`src/hdl/pidc_pkg.sv`:
```
// Shared types and constants for the clamped PID controller.
`timescale 1ns / 1ps
package pidc_pkg;

   // Default sizes of the sample path and the gain fraction.
   localparam int SAMPLE_BITS_DEF    = 16;
   localparam int GAIN_FRAC_BITS_DEF = 8;

   // Fixed widths of the register fields and of the drive.
   localparam int GAIN_BITS     = 16;
   localparam int ILIM_BITS     = 23;
   localparam int OLIM_BITS     = 16;
   localparam int ACC_BITS      = 24;
   localparam int DRIVE_BITS    = 16;
   localparam int CSR_ADDR_BITS = 5;
   localparam int CSR_DATA_BITS = 32;
   localparam int CSR_IDX_BITS  = CSR_ADDR_BITS - 2;

   // Register indexes (byte address is four times the index).
   localparam logic [CSR_IDX_BITS-1:0] REG_GAIN_P         = 3'd0;
   localparam logic [CSR_IDX_BITS-1:0] REG_GAIN_I         = 3'd1;
   localparam logic [CSR_IDX_BITS-1:0] REG_GAIN_D         = 3'd2;
   localparam logic [CSR_IDX_BITS-1:0] REG_INTEGRAL_LIMIT = 3'd3;
   localparam logic [CSR_IDX_BITS-1:0] REG_OUTPUT_LIMIT   = 3'd4;

   // Configuration seen by the datapath.
   typedef struct packed {
      logic signed [GAIN_BITS-1:0] gain_p;
      logic signed [GAIN_BITS-1:0] gain_i;
      logic signed [GAIN_BITS-1:0] gain_d;
      logic [ILIM_BITS-1:0]        integral_limit;
      logic [OLIM_BITS-1:0]        output_limit;
   } cfg_type;

   // Control that travels with each beat through the pipeline.
   typedef struct packed {
      logic valid;
      logic first;
   } beat_ctrl_type;

endpackage

```
`src/hdl/pidc_csr.sv`:
```
// Configuration register file with an APB-style access port.
`timescale 1ns / 1ps
module pidc_csr (
   input  logic                              clock,
   input  logic                              reset,
   input  logic                              csr_psel,
   input  logic                              csr_penable,
   input  logic                              csr_pwrite,
   input  logic [pidc_pkg::CSR_ADDR_BITS-1:0] csr_paddr,
   input  logic [pidc_pkg::CSR_DATA_BITS-1:0] csr_pwdata,
   output logic [pidc_pkg::CSR_DATA_BITS-1:0] csr_prdata,
   output logic                              csr_pready,
   output pidc_pkg::cfg_type                 cfg
);
   import pidc_pkg::*;

   cfg_type                 cfg_ff;
   logic                    wr_en;
   logic [CSR_IDX_BITS-1:0] idx;

   assign csr_pready = 1'b1;
   assign wr_en      = csr_psel && csr_penable && csr_pwrite && csr_pready;
   assign idx        = csr_paddr[CSR_ADDR_BITS-1:2];
   assign cfg        = cfg_ff;

   // Register writes; an index beyond the list is ignored.
   always_ff @(posedge clock) begin
      if (reset) begin
         cfg_ff <= '0;
      end else if (wr_en) begin
         case (idx)
            REG_GAIN_P:         cfg_ff.gain_p         <= csr_pwdata[GAIN_BITS-1:0];
            REG_GAIN_I:         cfg_ff.gain_i         <= csr_pwdata[GAIN_BITS-1:0];
            REG_GAIN_D:         cfg_ff.gain_d         <= csr_pwdata[GAIN_BITS-1:0];
            REG_INTEGRAL_LIMIT: cfg_ff.integral_limit <= csr_pwdata[ILIM_BITS-1:0];
            REG_OUTPUT_LIMIT:   cfg_ff.output_limit   <= csr_pwdata[OLIM_BITS-1:0];
            default: ;
         endcase
      end
   end

   // Read-back of the raw register bits.
   always_comb begin
      case (idx)
         REG_GAIN_P:         csr_prdata = CSR_DATA_BITS'(cfg_ff.gain_p);
         REG_GAIN_I:         csr_prdata = CSR_DATA_BITS'(cfg_ff.gain_i);
         REG_GAIN_D:         csr_prdata = CSR_DATA_BITS'(cfg_ff.gain_d);
         REG_INTEGRAL_LIMIT: csr_prdata = CSR_DATA_BITS'(cfg_ff.integral_limit);
         REG_OUTPUT_LIMIT:   csr_prdata = CSR_DATA_BITS'(cfg_ff.output_limit);
         default:            csr_prdata = '0;
      endcase
   end

endmodule

```
`src/hdl/pidc_error.sv`:
```
// Sample register, error computation and the clamped accumulator state.
`timescale 1ns / 1ps
module pidc_error #(
   parameter int SAMPLE_BITS = pidc_pkg::SAMPLE_BITS_DEF
) (
   input  logic                                 clock,
   input  logic                                 reset,
   input  logic                                 advance,
   input  logic                                 in_valid,
   input  logic signed [SAMPLE_BITS-1:0]        measured,
   input  logic signed [SAMPLE_BITS-1:0]        target,
   input  pidc_pkg::cfg_type                    cfg,
   output pidc_pkg::beat_ctrl_type              ctrl,
   output logic signed [SAMPLE_BITS:0]          err,
   output logic signed [SAMPLE_BITS+1:0]        diff,
   output logic signed [pidc_pkg::ACC_BITS-1:0] acc
);
   import pidc_pkg::*;

   localparam int ERR_BITS     = SAMPLE_BITS + 1;
   localparam int DIFF_BITS    = SAMPLE_BITS + 2;
   localparam int ACC_SUM_BITS = ((ACC_BITS > ERR_BITS) ? ACC_BITS : ERR_BITS) + 1;

   // Input register.
   logic                          a_valid_ff;
   logic signed [SAMPLE_BITS-1:0] meas_ff;
   logic signed [SAMPLE_BITS-1:0] targ_ff;

   // Controller state.
   logic signed [ACC_BITS-1:0] acc_ff;
   logic signed [ERR_BITS-1:0] prev_ff;
   logic                       primed_ff;

   // Stage output registers.
   beat_ctrl_type               ctrl_ff;
   logic signed [ERR_BITS-1:0]  err_ff;
   logic signed [DIFF_BITS-1:0] diff_ff;
   logic signed [ACC_BITS-1:0]  accv_ff;

   logic signed [ERR_BITS-1:0]     err_in;
   logic signed [DIFF_BITS-1:0]    diff_in;
   logic signed [ACC_SUM_BITS-1:0] acc_sum;
   logic signed [ACC_SUM_BITS-1:0] lim_pos;
   logic signed [ACC_SUM_BITS-1:0] lim_neg;
   logic signed [ACC_BITS-1:0]     acc_in;

   // Capture a beat whenever the pipeline moves.
   always_ff @(posedge clock) begin
      if (reset) begin
         a_valid_ff <= 1'b0;
      end else if (advance) begin
         a_valid_ff <= in_valid;
      end
   end

   always_ff @(posedge clock) begin
      if (advance && in_valid) begin
         meas_ff <= measured;
         targ_ff <= target;
      end
   end

   // Error, derivative term and the accumulator clamped to the integral limit.
   always_comb begin
      err_in  = {targ_ff[SAMPLE_BITS-1], targ_ff} - {meas_ff[SAMPLE_BITS-1], meas_ff};
      diff_in = DIFF_BITS'(err_in) - DIFF_BITS'(prev_ff);
      acc_sum = ACC_SUM_BITS'(acc_ff) + ACC_SUM_BITS'(err_in);
      lim_pos = $signed(ACC_SUM_BITS'(cfg.integral_limit));
      lim_neg = -lim_pos;
      if (acc_sum > lim_pos) begin
         acc_in = ACC_BITS'(lim_pos);
      end else if (acc_sum < lim_neg) begin
         acc_in = ACC_BITS'(lim_neg);
      end else begin
         acc_in = ACC_BITS'(acc_sum);
      end
   end

   // State update: the first sample only records its error.
   always_ff @(posedge clock) begin
      if (reset) begin
         acc_ff    <= '0;
         prev_ff   <= '0;
         primed_ff <= 1'b0;
      end else if (advance && a_valid_ff) begin
         primed_ff <= 1'b1;
         prev_ff   <= err_in;
         if (primed_ff) begin
            acc_ff <= acc_in;
         end
      end
   end

   // Stage output register.
   always_ff @(posedge clock) begin
      if (reset) begin
         ctrl_ff <= '0;
      end else if (advance) begin
         ctrl_ff.valid <= a_valid_ff;
         ctrl_ff.first <= !primed_ff;
      end
   end

   always_ff @(posedge clock) begin
      if (advance && a_valid_ff) begin
         err_ff  <= err_in;
         diff_ff <= diff_in;
         accv_ff <= acc_in;
      end
   end

   assign ctrl = ctrl_ff;
   assign err  = err_ff;
   assign diff = diff_ff;
   assign acc  = accv_ff;

   // Once primed, the controller stays primed until reset.
   a_primed_holds: assert property (@(posedge clock) disable iff (reset)
      !$fell(primed_ff))
      else $error("primed flag dropped outside reset");

   // A beat marked as the first one leaves the controller primed.
   a_first_primes: assert property (@(posedge clock) disable iff (reset)
      (ctrl_ff.valid && ctrl_ff.first) |-> primed_ff)
      else $error("first beat left controller unprimed");

   // An updated accumulator lies within the limit in force at the update.
   a_acc_clamped: assert property (@(posedge clock) disable iff (reset)
      ($past(advance && a_valid_ff && primed_ff) && !$past(reset)) |->
      ((acc_ff <= $signed(ACC_BITS'($past(cfg.integral_limit)))) &&
       (acc_ff >= -$signed(ACC_BITS'($past(cfg.integral_limit))))))
      else $error("accumulator outside integral limit");

endmodule

```
`src/hdl/pidc_product.sv`:
```
// Registered gain multipliers for the proportional, integral and derivative terms.
`timescale 1ns / 1ps
module pidc_product #(
   parameter int SAMPLE_BITS = pidc_pkg::SAMPLE_BITS_DEF
) (
   input  logic                                           clock,
   input  logic                                           reset,
   input  logic                                           advance,
   input  pidc_pkg::beat_ctrl_type                        in_ctrl,
   input  logic signed [SAMPLE_BITS:0]                    err,
   input  logic signed [SAMPLE_BITS+1:0]                  diff,
   input  logic signed [pidc_pkg::ACC_BITS-1:0]           acc,
   input  pidc_pkg::cfg_type                              cfg,
   output pidc_pkg::beat_ctrl_type                        ctrl,
   output logic signed [SAMPLE_BITS+pidc_pkg::GAIN_BITS:0] prod_p,
   output logic signed [pidc_pkg::ACC_BITS+pidc_pkg::GAIN_BITS-1:0] prod_i,
   output logic signed [SAMPLE_BITS+pidc_pkg::GAIN_BITS+1:0] prod_d
);
   import pidc_pkg::*;

   localparam int PP_BITS = SAMPLE_BITS + 1 + GAIN_BITS;
   localparam int PI_BITS = ACC_BITS + GAIN_BITS;
   localparam int PD_BITS = SAMPLE_BITS + 2 + GAIN_BITS;

   beat_ctrl_type             ctrl_ff;
   logic signed [PP_BITS-1:0] pp_ff;
   logic signed [PI_BITS-1:0] pi_ff;
   logic signed [PD_BITS-1:0] pd_ff;
   logic signed [PP_BITS-1:0] pp_in;
   logic signed [PI_BITS-1:0] pi_in;
   logic signed [PD_BITS-1:0] pd_in;

   // Three independent signed products.
   assign pp_in = PP_BITS'(err)  * PP_BITS'($signed(cfg.gain_p));
   assign pi_in = PI_BITS'(acc)  * PI_BITS'($signed(cfg.gain_i));
   assign pd_in = PD_BITS'(diff) * PD_BITS'($signed(cfg.gain_d));

   always_ff @(posedge clock) begin
      if (reset) begin
         ctrl_ff <= '0;
      end else if (advance) begin
         ctrl_ff <= in_ctrl;
      end
   end

   always_ff @(posedge clock) begin
      if (advance && in_ctrl.valid) begin
         pp_ff <= pp_in;
         pi_ff <= pi_in;
         pd_ff <= pd_in;
      end
   end

   assign ctrl   = ctrl_ff;
   assign prod_p = pp_ff;
   assign prod_i = pi_ff;
   assign prod_d = pd_ff;

endmodule

```
`src/hdl/pidc_output.sv`:
```
// Sum of the terms, fraction shift, saturation and the result register.
`timescale 1ns / 1ps
module pidc_output #(
   parameter int SAMPLE_BITS    = pidc_pkg::SAMPLE_BITS_DEF,
   parameter int GAIN_FRAC_BITS = pidc_pkg::GAIN_FRAC_BITS_DEF
) (
   input  logic                                           clock,
   input  logic                                           reset,
   input  logic                                           advance,
   input  pidc_pkg::beat_ctrl_type                        in_ctrl,
   input  logic signed [SAMPLE_BITS+pidc_pkg::GAIN_BITS:0] prod_p,
   input  logic signed [pidc_pkg::ACC_BITS+pidc_pkg::GAIN_BITS-1:0] prod_i,
   input  logic signed [SAMPLE_BITS+pidc_pkg::GAIN_BITS+1:0] prod_d,
   input  pidc_pkg::cfg_type                              cfg,
   output logic                                           out_valid,
   output logic [pidc_pkg::DRIVE_BITS-1:0]                drive
);
   import pidc_pkg::*;

   localparam int PP_BITS  = SAMPLE_BITS + 1 + GAIN_BITS;
   localparam int PI_BITS  = ACC_BITS + GAIN_BITS;
   localparam int PD_BITS  = SAMPLE_BITS + 2 + GAIN_BITS;
   localparam int MAX_A    = (PP_BITS > PI_BITS) ? PP_BITS : PI_BITS;
   localparam int MAX_B    = (MAX_A > PD_BITS) ? MAX_A : PD_BITS;
   localparam int SUM_BITS = MAX_B + 2;

   logic                        valid_ff;
   logic [DRIVE_BITS-1:0]       drive_ff;
   logic signed [SUM_BITS-1:0]  sum;
   logic signed [SUM_BITS-1:0]  scaled;
   logic signed [SUM_BITS-1:0]  limit;
   logic [DRIVE_BITS-1:0]       drive_in;

   // Exact sum, floor shift by the gain fraction, then saturate to 0 .. limit; a first beat drives zero.
   always_comb begin
      sum    = SUM_BITS'(prod_p) + SUM_BITS'(prod_i) + SUM_BITS'(prod_d);
      scaled = sum >>> GAIN_FRAC_BITS;
      limit  = $signed(SUM_BITS'(cfg.output_limit));
      if (in_ctrl.first || scaled < 0) begin
         drive_in = '0;
      end else if (scaled > limit) begin
         drive_in = cfg.output_limit;
      end else begin
         drive_in = DRIVE_BITS'(scaled);
      end
   end

   // Result register.
   always_ff @(posedge clock) begin
      if (reset) begin
         valid_ff <= 1'b0;
      end else if (advance) begin
         valid_ff <= in_ctrl.valid;
      end
   end

   always_ff @(posedge clock) begin
      if (advance && in_ctrl.valid) begin
         drive_ff <= drive_in;
      end
   end

   assign out_valid = valid_ff;
   assign drive     = drive_ff;

endmodule

```
`src/hdl/pid_controller_clamped_core.sv`:
```
// Top level of the clamped PID controller: stream ports, register port and datapath.
// A result beat is offered once its sample beat has passed the input, error and accumulator,
// multiplier and result registers. Throughput: one sample per cycle; the four register
// stages (input, error and accumulator, multipliers, sum and saturation) move together
// whenever the result register is empty or its beat is taken.
// Reset clears the registers, the accumulator, the last error, the primed flag and
// every pipeline valid bit; the block is ready as soon as reset is low.
`timescale 1ns / 1ps
module pid_controller_clamped_core #(
   parameter int SAMPLE_BITS    = pidc_pkg::SAMPLE_BITS_DEF,
   parameter int GAIN_FRAC_BITS = pidc_pkg::GAIN_FRAC_BITS_DEF
) (
   input  logic                                       clock,
   input  logic                                       reset,
   // Sample channel.
   input  logic                                       req_tvalid,
   output logic                                       req_tready,
   input  logic [((2*SAMPLE_BITS+7)/8)*8-1:0]         req_tdata,  // measured, target
   // Result channel.
   output logic                                       rsp_tvalid,
   input  logic                                       rsp_tready,
   output logic [pidc_pkg::DRIVE_BITS-1:0]            rsp_tdata,  // drive
   // Register port.
   input  logic                                       csr_psel,
   input  logic                                       csr_penable,
   input  logic                                       csr_pwrite,
   input  logic [pidc_pkg::CSR_ADDR_BITS-1:0]         csr_paddr,
   input  logic [pidc_pkg::CSR_DATA_BITS-1:0]         csr_pwdata,
   output logic [pidc_pkg::CSR_DATA_BITS-1:0]         csr_prdata,
   output logic                                       csr_pready
);
   import pidc_pkg::*;

   cfg_type                             cfg;
   logic                                advance;
   logic signed [SAMPLE_BITS-1:0]       measured;
   logic signed [SAMPLE_BITS-1:0]       target;
   beat_ctrl_type                       err_ctrl;
   beat_ctrl_type                       prod_ctrl;
   logic signed [SAMPLE_BITS:0]         err;
   logic signed [SAMPLE_BITS+1:0]       diff;
   logic signed [ACC_BITS-1:0]          acc;
   logic signed [SAMPLE_BITS+GAIN_BITS:0]   prod_p;
   logic signed [ACC_BITS+GAIN_BITS-1:0]    prod_i;
   logic signed [SAMPLE_BITS+GAIN_BITS+1:0] prod_d;

   // The whole pipeline steps when the result register can take a beat.
   // No sample beat is taken while reset is held.
   assign advance    = !rsp_tvalid || rsp_tready;
   assign req_tready = advance && !reset;
   assign measured   = req_tdata[SAMPLE_BITS-1:0];
   assign target     = req_tdata[2*SAMPLE_BITS-1:SAMPLE_BITS];

   pidc_csr u_csr (
      .clock       (clock),
      .reset       (reset),
      .csr_psel    (csr_psel),
      .csr_penable (csr_penable),
      .csr_pwrite  (csr_pwrite),
      .csr_paddr   (csr_paddr),
      .csr_pwdata  (csr_pwdata),
      .csr_prdata  (csr_prdata),
      .csr_pready  (csr_pready),
      .cfg         (cfg)
   );

   pidc_error #(.SAMPLE_BITS(SAMPLE_BITS)) u_error (
      .clock    (clock),
      .reset    (reset),
      .advance  (advance),
      .in_valid (req_tvalid),
      .measured (measured),
      .target   (target),
      .cfg      (cfg),
      .ctrl     (err_ctrl),
      .err      (err),
      .diff     (diff),
      .acc      (acc)
   );

   pidc_product #(.SAMPLE_BITS(SAMPLE_BITS)) u_product (
      .clock   (clock),
      .reset   (reset),
      .advance (advance),
      .in_ctrl (err_ctrl),
      .err     (err),
      .diff    (diff),
      .acc     (acc),
      .cfg     (cfg),
      .ctrl    (prod_ctrl),
      .prod_p  (prod_p),
      .prod_i  (prod_i),
      .prod_d  (prod_d)
   );

   pidc_output #(
      .SAMPLE_BITS    (SAMPLE_BITS),
      .GAIN_FRAC_BITS (GAIN_FRAC_BITS)
   ) u_output (
      .clock     (clock),
      .reset     (reset),
      .advance   (advance),
      .in_ctrl   (prod_ctrl),
      .prod_p    (prod_p),
      .prod_i    (prod_i),
      .prod_d    (prod_d),
      .cfg       (cfg),
      .out_valid (rsp_tvalid),
      .drive     (rsp_tdata)
   );

   // A stalled result beat holds the whole pipeline, so no sample beat is taken.
   a_stall_blocks_input: assert property (@(posedge clock) disable iff (reset)
      (rsp_tvalid && !rsp_tready) |-> !req_tready)
      else $error("sample accepted while result beat is stalled");

endmodule

```
`config.mk`:
```
export PLATFORM = sky130hd
export DESIGN_NAME = pid_controller_clamped_core
export DESIGN_NICKNAME = d
export VERILOG_FILES = /design/src/hdl/pidc_pkg.sv /design/src/hdl/pidc_csr.sv /design/src/hdl/pidc_error.sv /design/src/hdl/pidc_product.sv /design/src/hdl/pidc_output.sv /design/src/hdl/pid_controller_clamped_core.sv
export SDC_FILE = /design/constraint.sdc
export NUM_CORES = 2
export LEC_CHECK = 0
export BUFFER_PORTS_ARGS = -buffer_cell sky130_fd_sc_hd__buf_4
export CAP_MARGIN = 20
export CORE_ASPECT_RATIO = 1.5
export CORE_MARGIN = 5
export CORE_UTILIZATION = 55
export DETAILED_ROUTE_END_ITERATION = 12
export PLACE_DENSITY = 0.81
export SLEW_MARGIN = 25
export SYNTH_ARGS = -nofsm -noshare
export SYNTH_HDL_FRONTEND = slang
export SYNTH_SLANG_ARGS = --single-unit
```
`constraint.sdc`:
```
create_clock -name clock -period 13.9 [get_ports clock]
set_clock_uncertainty 0.1 [all_clocks]
set_input_delay 1.39 -clock clock [delete_from_list [all_inputs] [get_ports clock]]
set_output_delay 1.39 -clock clock [all_outputs]
set_load 0.05 [all_outputs]
```
# == After elaboration in Yosys (flattened, before gate mapping) ==
# Cells that the tools add are included.
# word_totals
register_bits,349
output_inout_bits,51
# op_classes
add_sub_neg,6
mul,3
n_lt_le_gt_ge,4
n_eq_ne,4
muxes,4
n_reduce_logical,19
# op_table
cell,n
$pmux W32 S5,1
$mux W24,2
$add A41 B34 Y42,1
$add A33 B40 Y41,1
$mul A24 B16 Y40,1
$gt A34 B17 Y1,1
$lt A34 B1 Y1 const B,1
$mul A18 B16 Y34,1
$mul A17 B16 Y33,1
$add A24 B17 Y25,1
$gt A25 B24 Y1,1
$lt A25 B25 Y1,1
$neg A23 Y25,1
$sub A17 B17 Y18,1
$sub A16 B16 Y17,1
$mux W16,1
$reduce_and A2 Y1,6
$logic_and A1 B1 Y1,7
$eq A3 B2 Y1 const B,2
$eq A3 B1 Y1 const B,1
$eq A3 B3 Y1 const B,1
$logic_not A1 Y1,3
$logic_not A3 Y1,1
$logic_or A1 B1 Y1,2

# == Logic depth before layout (Yosys ltp) ==
# logic_depth
depth_word,5
mapped_depth,36
mapped_depth_nobuf,34

# == Cells and area by module ==
# Synthesis repeated with hierarchy kept, for this count alone.
# unflattened
hier_cells,6047
area_unflattened_um2,56380.3
# modules_own_cells
module,n_inst,cells_per_inst,area_each_um2,seq_area_each_um2
pidc_product,1,4038,38057.8,3253.1
pidc_error,1,983,9283.9,3633.5
pidc_output,1,590,4704.5,500.5
pidc_csr,1,434,4306.6,1741.7
pid_controller_clamped_core,1,2,27.5,0.0

# == Least setup slack after synthesis ==
# OpenSTA, ideal clock, no wires.
# synth_path
kind,register -> register
startpoint,register u_error.meas_ff[0]
endpoint,"register u_error.accv_ff[20] (netlist: u_error.acc[20]), data pin"
arrival_time_ps,6610
required_time_ps,13537
setup_slack_ps,6927
stages_incl_launch_ff,33
synth_period_minus_slack_ps,6973
cell_sequence,edfxtp_1 -> ha_1 -> fa_1 -> nor2b_1 -> o21ai_0 -> a21boi_0 -> o21ai_0 -> a21boi_0 -> o21ai_0 -> a21boi_0 -> o21ai_0 -> a211oi_1 -> o21ai_0 -> nand3_1 -> nand2_1 -> ha_1 -> and3_1 -> o21ai_0 -> a211oi_2 -> o31ai_1 -> a21oi_1 -> xor2_1 -> ha_1 -> a21oi_1 -> nand2b_1 -> a2111oi_0 -> o211ai_1 -> nand2_1 -> or3b_1 -> a31oi_2 -> or2_1 -> buf_4 -> mux2_2
# synth_between
elab_chain_len,5
word_cells_on_any_way,6
# synth_lines
element,line_no,source
start: declaration,pidc_error.sv:26,logic signed [SAMPLE_BITS-1:0] meas_ff;
start signal: assignment,pidc_error.sv:58,meas_ff <= measured;
$sub A16 B16 Y17 *,pidc_error.sv:65,"err_in = {targ_ff[SAMPLE_BITS-1], targ_ff} - {meas_ff[SAMPLE_BITS-1], meas_ff};"
named net u_error.err_in[16],pidc_error.sv:40,logic signed [ERR_BITS-1:0] err_in;
$add A24 B17 Y25 *,pidc_error.sv:67,acc_sum = ACC_SUM_BITS'(acc_ff) + ACC_SUM_BITS'(err_in);
$lt A25 B25 Y1,pidc_error.sv:72,end else if (acc_sum < lim_neg) begin
$mux W24,pidc_error.sv:72,
$mux W24 *,pidc_error.sv:70,if (acc_sum > lim_pos) begin
named net u_error.acc_in[20],pidc_error.sv:45,logic signed [ACC_BITS-1:0] acc_in;
end signal: assignment,pidc_error.sv:108,accv_ff <= acc_in;
end: declaration,pidc_error.sv:38,logic signed [ACC_BITS-1:0] accv_ff;
# Mark *: on every way through the listed nets, which the timed path passes. The rest lies on a longest branch.
# A chain may end at the register's enable or synchronous reset.

# == Final worst setup path ==
# layout_path
startpoint,register u_error.meas_ff[0]
endpoint,register u_error.acc_ff[22]
# layout_between
elab_chain_len,5
word_cells_on_any_way,6
# layout_lines
element,line_no,source
$sub A16 B16 Y17 *,pidc_error.sv:65,
named net u_error.err_in[16],pidc_error.sv:40,
$add A24 B17 Y25 *,pidc_error.sv:67,
$lt A25 B25 Y1,pidc_error.sv:72,
$mux W24,pidc_error.sv:72,
$mux W24 *,pidc_error.sv:70,
named net u_error.acc_in[22],pidc_error.sv:45,
end signal: assignment,pidc_error.sv:89,acc_ff <= acc_in;
end: declaration,pidc_error.sv:30,logic signed [ACC_BITS-1:0] acc_ff;
# Marks and branches as above.

==> qor.txt <==
Final Hold Vio Count: 0
Commonest cells post-synth: inv_1 (1225), fa_1 (982), nand2_1 (854)
hold depth: 2
Crit path required time: 14.28 ns
final setup violation count: 0
Pleak: 0.02784 uW
Post-synth EDFFs: 214
Final HPWL DP: 119.6 mm
max frequency: 107.3 MHz
CP Capture Type: flop
worst-path fanout max: 23
Routed WL: 150.0 mm
synthesized cell area: 54740 um2
worst hold margin: 0.3546 ns
hold crit path type: reg -> reg
Final Wtd Congestion: 0.9513
maxcap violations: 0
CP Capture Point: u_error.acc_ff[22]$_SDFFE_PP0P_
reg2reg path depth: 33
IO buf count: 114
FF-to-FF End: u_error.acc_ff[22]$_SDFFE_PP0P_
ranking of synthesized cells by area: fa_1 (36%), edfxtp_1 (12%), ha_1 (9.8%)
post_cts resized: 0
crit path from: u_error.meas_ff[0]$_DFFE_PP_
status: completed
slew margin rel.: 27.09%
FILL cells: 7986
unrepaired setup endpoints after global routing: no
Post-route DRC: 0
Slew Limit Fails: 0
post-CTS setup buffers: 0
Post-synth ARST share: 0%
clock sink count: 349
layout cells sized above 1: 4.946%
first-pass GRT wire length: 238.0 mm
Tightest Pin Transition: 1.094 ns
yosys warns: 0
Worst IR Drop VDD: 0.1115 mV
CTS tree: done
Via Count: 41.76k
Netlist cell types: 80
R2R Path Start: u_error.meas_ff[0]$_DFFE_PP_
FF-to-FF setup slack: 4.58 ns
Vias/cell: 5.786
PD cells: 55.63 nW/um2
critical path's most frequent cell: o21ai_0
CP Data Arrival Time: 9.70 ns
Max Root-Sink Buffers: 3
Die Y: 396.4 um
CP startpoint kind: flop
register clock-pin slew on the reported worst setup and hold paths: 0.06 ns
Synth Flop Type: edfxtp_1
share of the synthesized area in the top cell type: 35.91%
CTS H-tree lvls: 2
vias in the first global route: 45.25k
most numerous cell in the Yosys netlist: inv_1
Crit Path Category: reg -> reg
critical path's slowest cell: ha_1
antenna violation net count after detailed routing: 0
Core ar.: 98620 um2
largest net degree at the start of global routing: 84
Final min period: 9.319 ns
Fin Setup TNS: 0 ns
Worst path max stage delay: 0.53 ns
root buffer cell: clkbuf_16
syn nets: 7434
Num CTS Buffers: 36
grt ovf: 0
Syn Inst Count: 5946
starting density of the core: 55.51%
routed length per instance: 20.79 um
row cnt: 141
clock latency on the worst-skew pair: 0.58 ns
Final period util: 67.05%
io pins: 127
number of nets in the layout: 7384
#FFs+latches synth: 349
Hold Buf Count CTS: 0
Total GRT Usage: 28.52%
area leader, netlist: fa_1
die width: 267.6 um
TritonRoute pass-1 iters: 10
DRT iter0 DRCs: 3486
initial antenna violation count: 9
syn avg cell area: 9.206 um2
post-synthesis sequential area ratio: 16.68%
area grow syn2layout: 5.609%
Die Area: 106100 um2
[stage by stage]
stage / utilization, % / power (uW) / setup WS (ns) / cells / cell area, um2
after floorplan: - / 1882 / 6.927 / 5946 / 54740
after global placement: 57.36 / 2161 / 5.038 / 7145 / 56560
after detailed placement: 57.37 / 2189 / 4.827 / 7145 / 56580
after CTS: 58.61 / 3203 / 4.770 / 7211 / 57800
after global routing: 58.61 / 3359 / 3.914 / 7212 / 57800
final: 58.62 / 3216 / 4.581 / 7216 / 57810
[sequential cells by signal (all words and copies together), names as in the netlist]
| signal | flops |
|---|---|
| u_csr.cfg | 87 |
| u_product.prod_i | 40 |
| u_product.prod_d | 34 |
| u_product.prod_p | 33 |
| u_error.acc | 24 |
| u_error.acc_ff | 24 |
| u_error.diff | 18 |
| u_error.err | 17 |
| u_error.prev_ff | 17 |
| u_error.meas_ff | 16 |
| u_error.targ_ff | 16 |
| u_output.drive | 16 |
| u_error.ctrl | 2 |
| u_product.ctrl | 2 |
| u_error.a_valid_ff | 1 |
| u_error.primed_ff | 1 |
| u_output.out_valid | 1 |
[cell families (layout without fill, tap and decap cells)]
kind of cell,Yosys count,after routing,share of synthesized area [%]
adders and majority gates,1412,1412,45.74
DFF,349,349,16.68
xor gates and xnor gates,190,190,3.040
AOI/OAI and AO/OA,743,743,8.491
buffers and inverters,1476,1454,10.27
other,1,6,0.006851
muxes,37,37,0.7406
and+or+nand+nor,1738,1738,15.03
[area by class of cell]
type | count | area (um2) | area share [%]
multi-input cells | 4121 | 40010 | 69.21
clock inverters | 21 | 215.2 | 0.3723
clock buffers | 45 | 1007 | 1.742
flip-flops and latches | 349 | 9129 | 15.79
repair buffers | 163 | 1224 | 2.117
inverters | 1225 | 4601 | 7.958
diodes | 5 | 12.51 | 0.02164
well taps | 1287 | 1610 | 2.785
[worst max-delay path, delay by kind of cell, from the launching register on]
family,cells,cell delay [ns]
AND/OR/NAND/NOR,8,1.93
buffers and inverters,1,0.36
adder cells (fa/ha/maj),4,1.49
multiplexers,1,0.39
AO/OA/AOI/OAI,18,4.25
XOR/XNOR,1,0.31
flip-flops,1,0.37
[how the worst min path moves through the flow]
stage                                          start                          endpoint  slack [ns]
floorplan             u_product.ctrl[0]$_SDFFE_PP0N_    u_product.ctrl[0]$_SDFFE_PP0N_        0.33
global placement    u_error.prev_ff[13]$_SDFFE_PP0P_  u_error.prev_ff[13]$_SDFFE_PP0P_        0.34
detailed placement      u_error.ctrl[1]$_SDFFE_PP0N_      u_error.ctrl[1]$_SDFFE_PP0N_        0.35
CTS                     u_error.ctrl[1]$_SDFFE_PP0N_      u_error.ctrl[1]$_SDFFE_PP0N_        0.36
global route        u_error.prev_ff[12]$_SDFFE_PP0P_  u_error.prev_ff[12]$_SDFFE_PP0P_        0.38
finish              u_error.prev_ff[12]$_SDFFE_PP0P_  u_error.prev_ff[12]$_SDFFE_PP0P_        0.35
[placed cells by master, fill, tap and decap left out, drive strengths merged, types with 8 or more instances in the layout]
| master | synthesis | layout |
|---|---|---|
| or3 | 16 | 16 |
| xor2 | 50 | 50 |
| xnor2 | 140 | 140 |
| a211oi | 23 | 23 |
| nor2b | 37 | 37 |
| o21ai | 123 | 123 |
| o21a | 22 | 22 |
| a21oi | 280 | 280 |
| dfxtp | 135 | 135 |
| o211ai | 11 | 11 |
| or4 | 8 | 8 |
| a31oi | 23 | 23 |
| buf | 32 | 163 |
| a21o | 91 | 91 |
| mux2i | 9 | 9 |
| o21bai | 25 | 25 |
| edfxtp | 214 | 214 |
| clkinv | 0 | 9 |
| nand2b | 49 | 49 |
| o22ai | 16 | 16 |
| or2 | 20 | 20 |
| and2 | 370 | 370 |
| ha | 430 | 430 |
| nand3 | 56 | 56 |
| o31ai | 13 | 13 |
| a21boi | 14 | 14 |
| inv | 1225 | 1232 |
| and3 | 24 | 24 |
| nand4 | 22 | 22 |
| nand3b | 20 | 20 |
| a22oi | 34 | 34 |
| mux2 | 28 | 28 |
| fa | 982 | 982 |
| nand2 | 855 | 855 |
| clkbuf | 219 | 45 |
| nor3 | 46 | 46 |
| nor2 | 194 | 194 |
[per-layer routing]
metal	GRT usage (%)	wire, um	part of all wire [%]
met4	18.19	12720	8.5
met3	5.103	12890	8.6
met2	48.53	72960	49
met5	0	30	0.020
met1	33.16	51410	34
[where the power goes]
part / internal, uW / switching (uW) / total, uW / leakage (uW)
clock: 565 / 456 / 1020 / 0.000593
combinational: 330 / 554 / 884 / 0.0241
sequential: 1170 / 145 / 1310 / 0.00316
total: 2060 / 1160 / 3220 / 0.0278
Note: power is estimated with default switching activity, not from simulation.
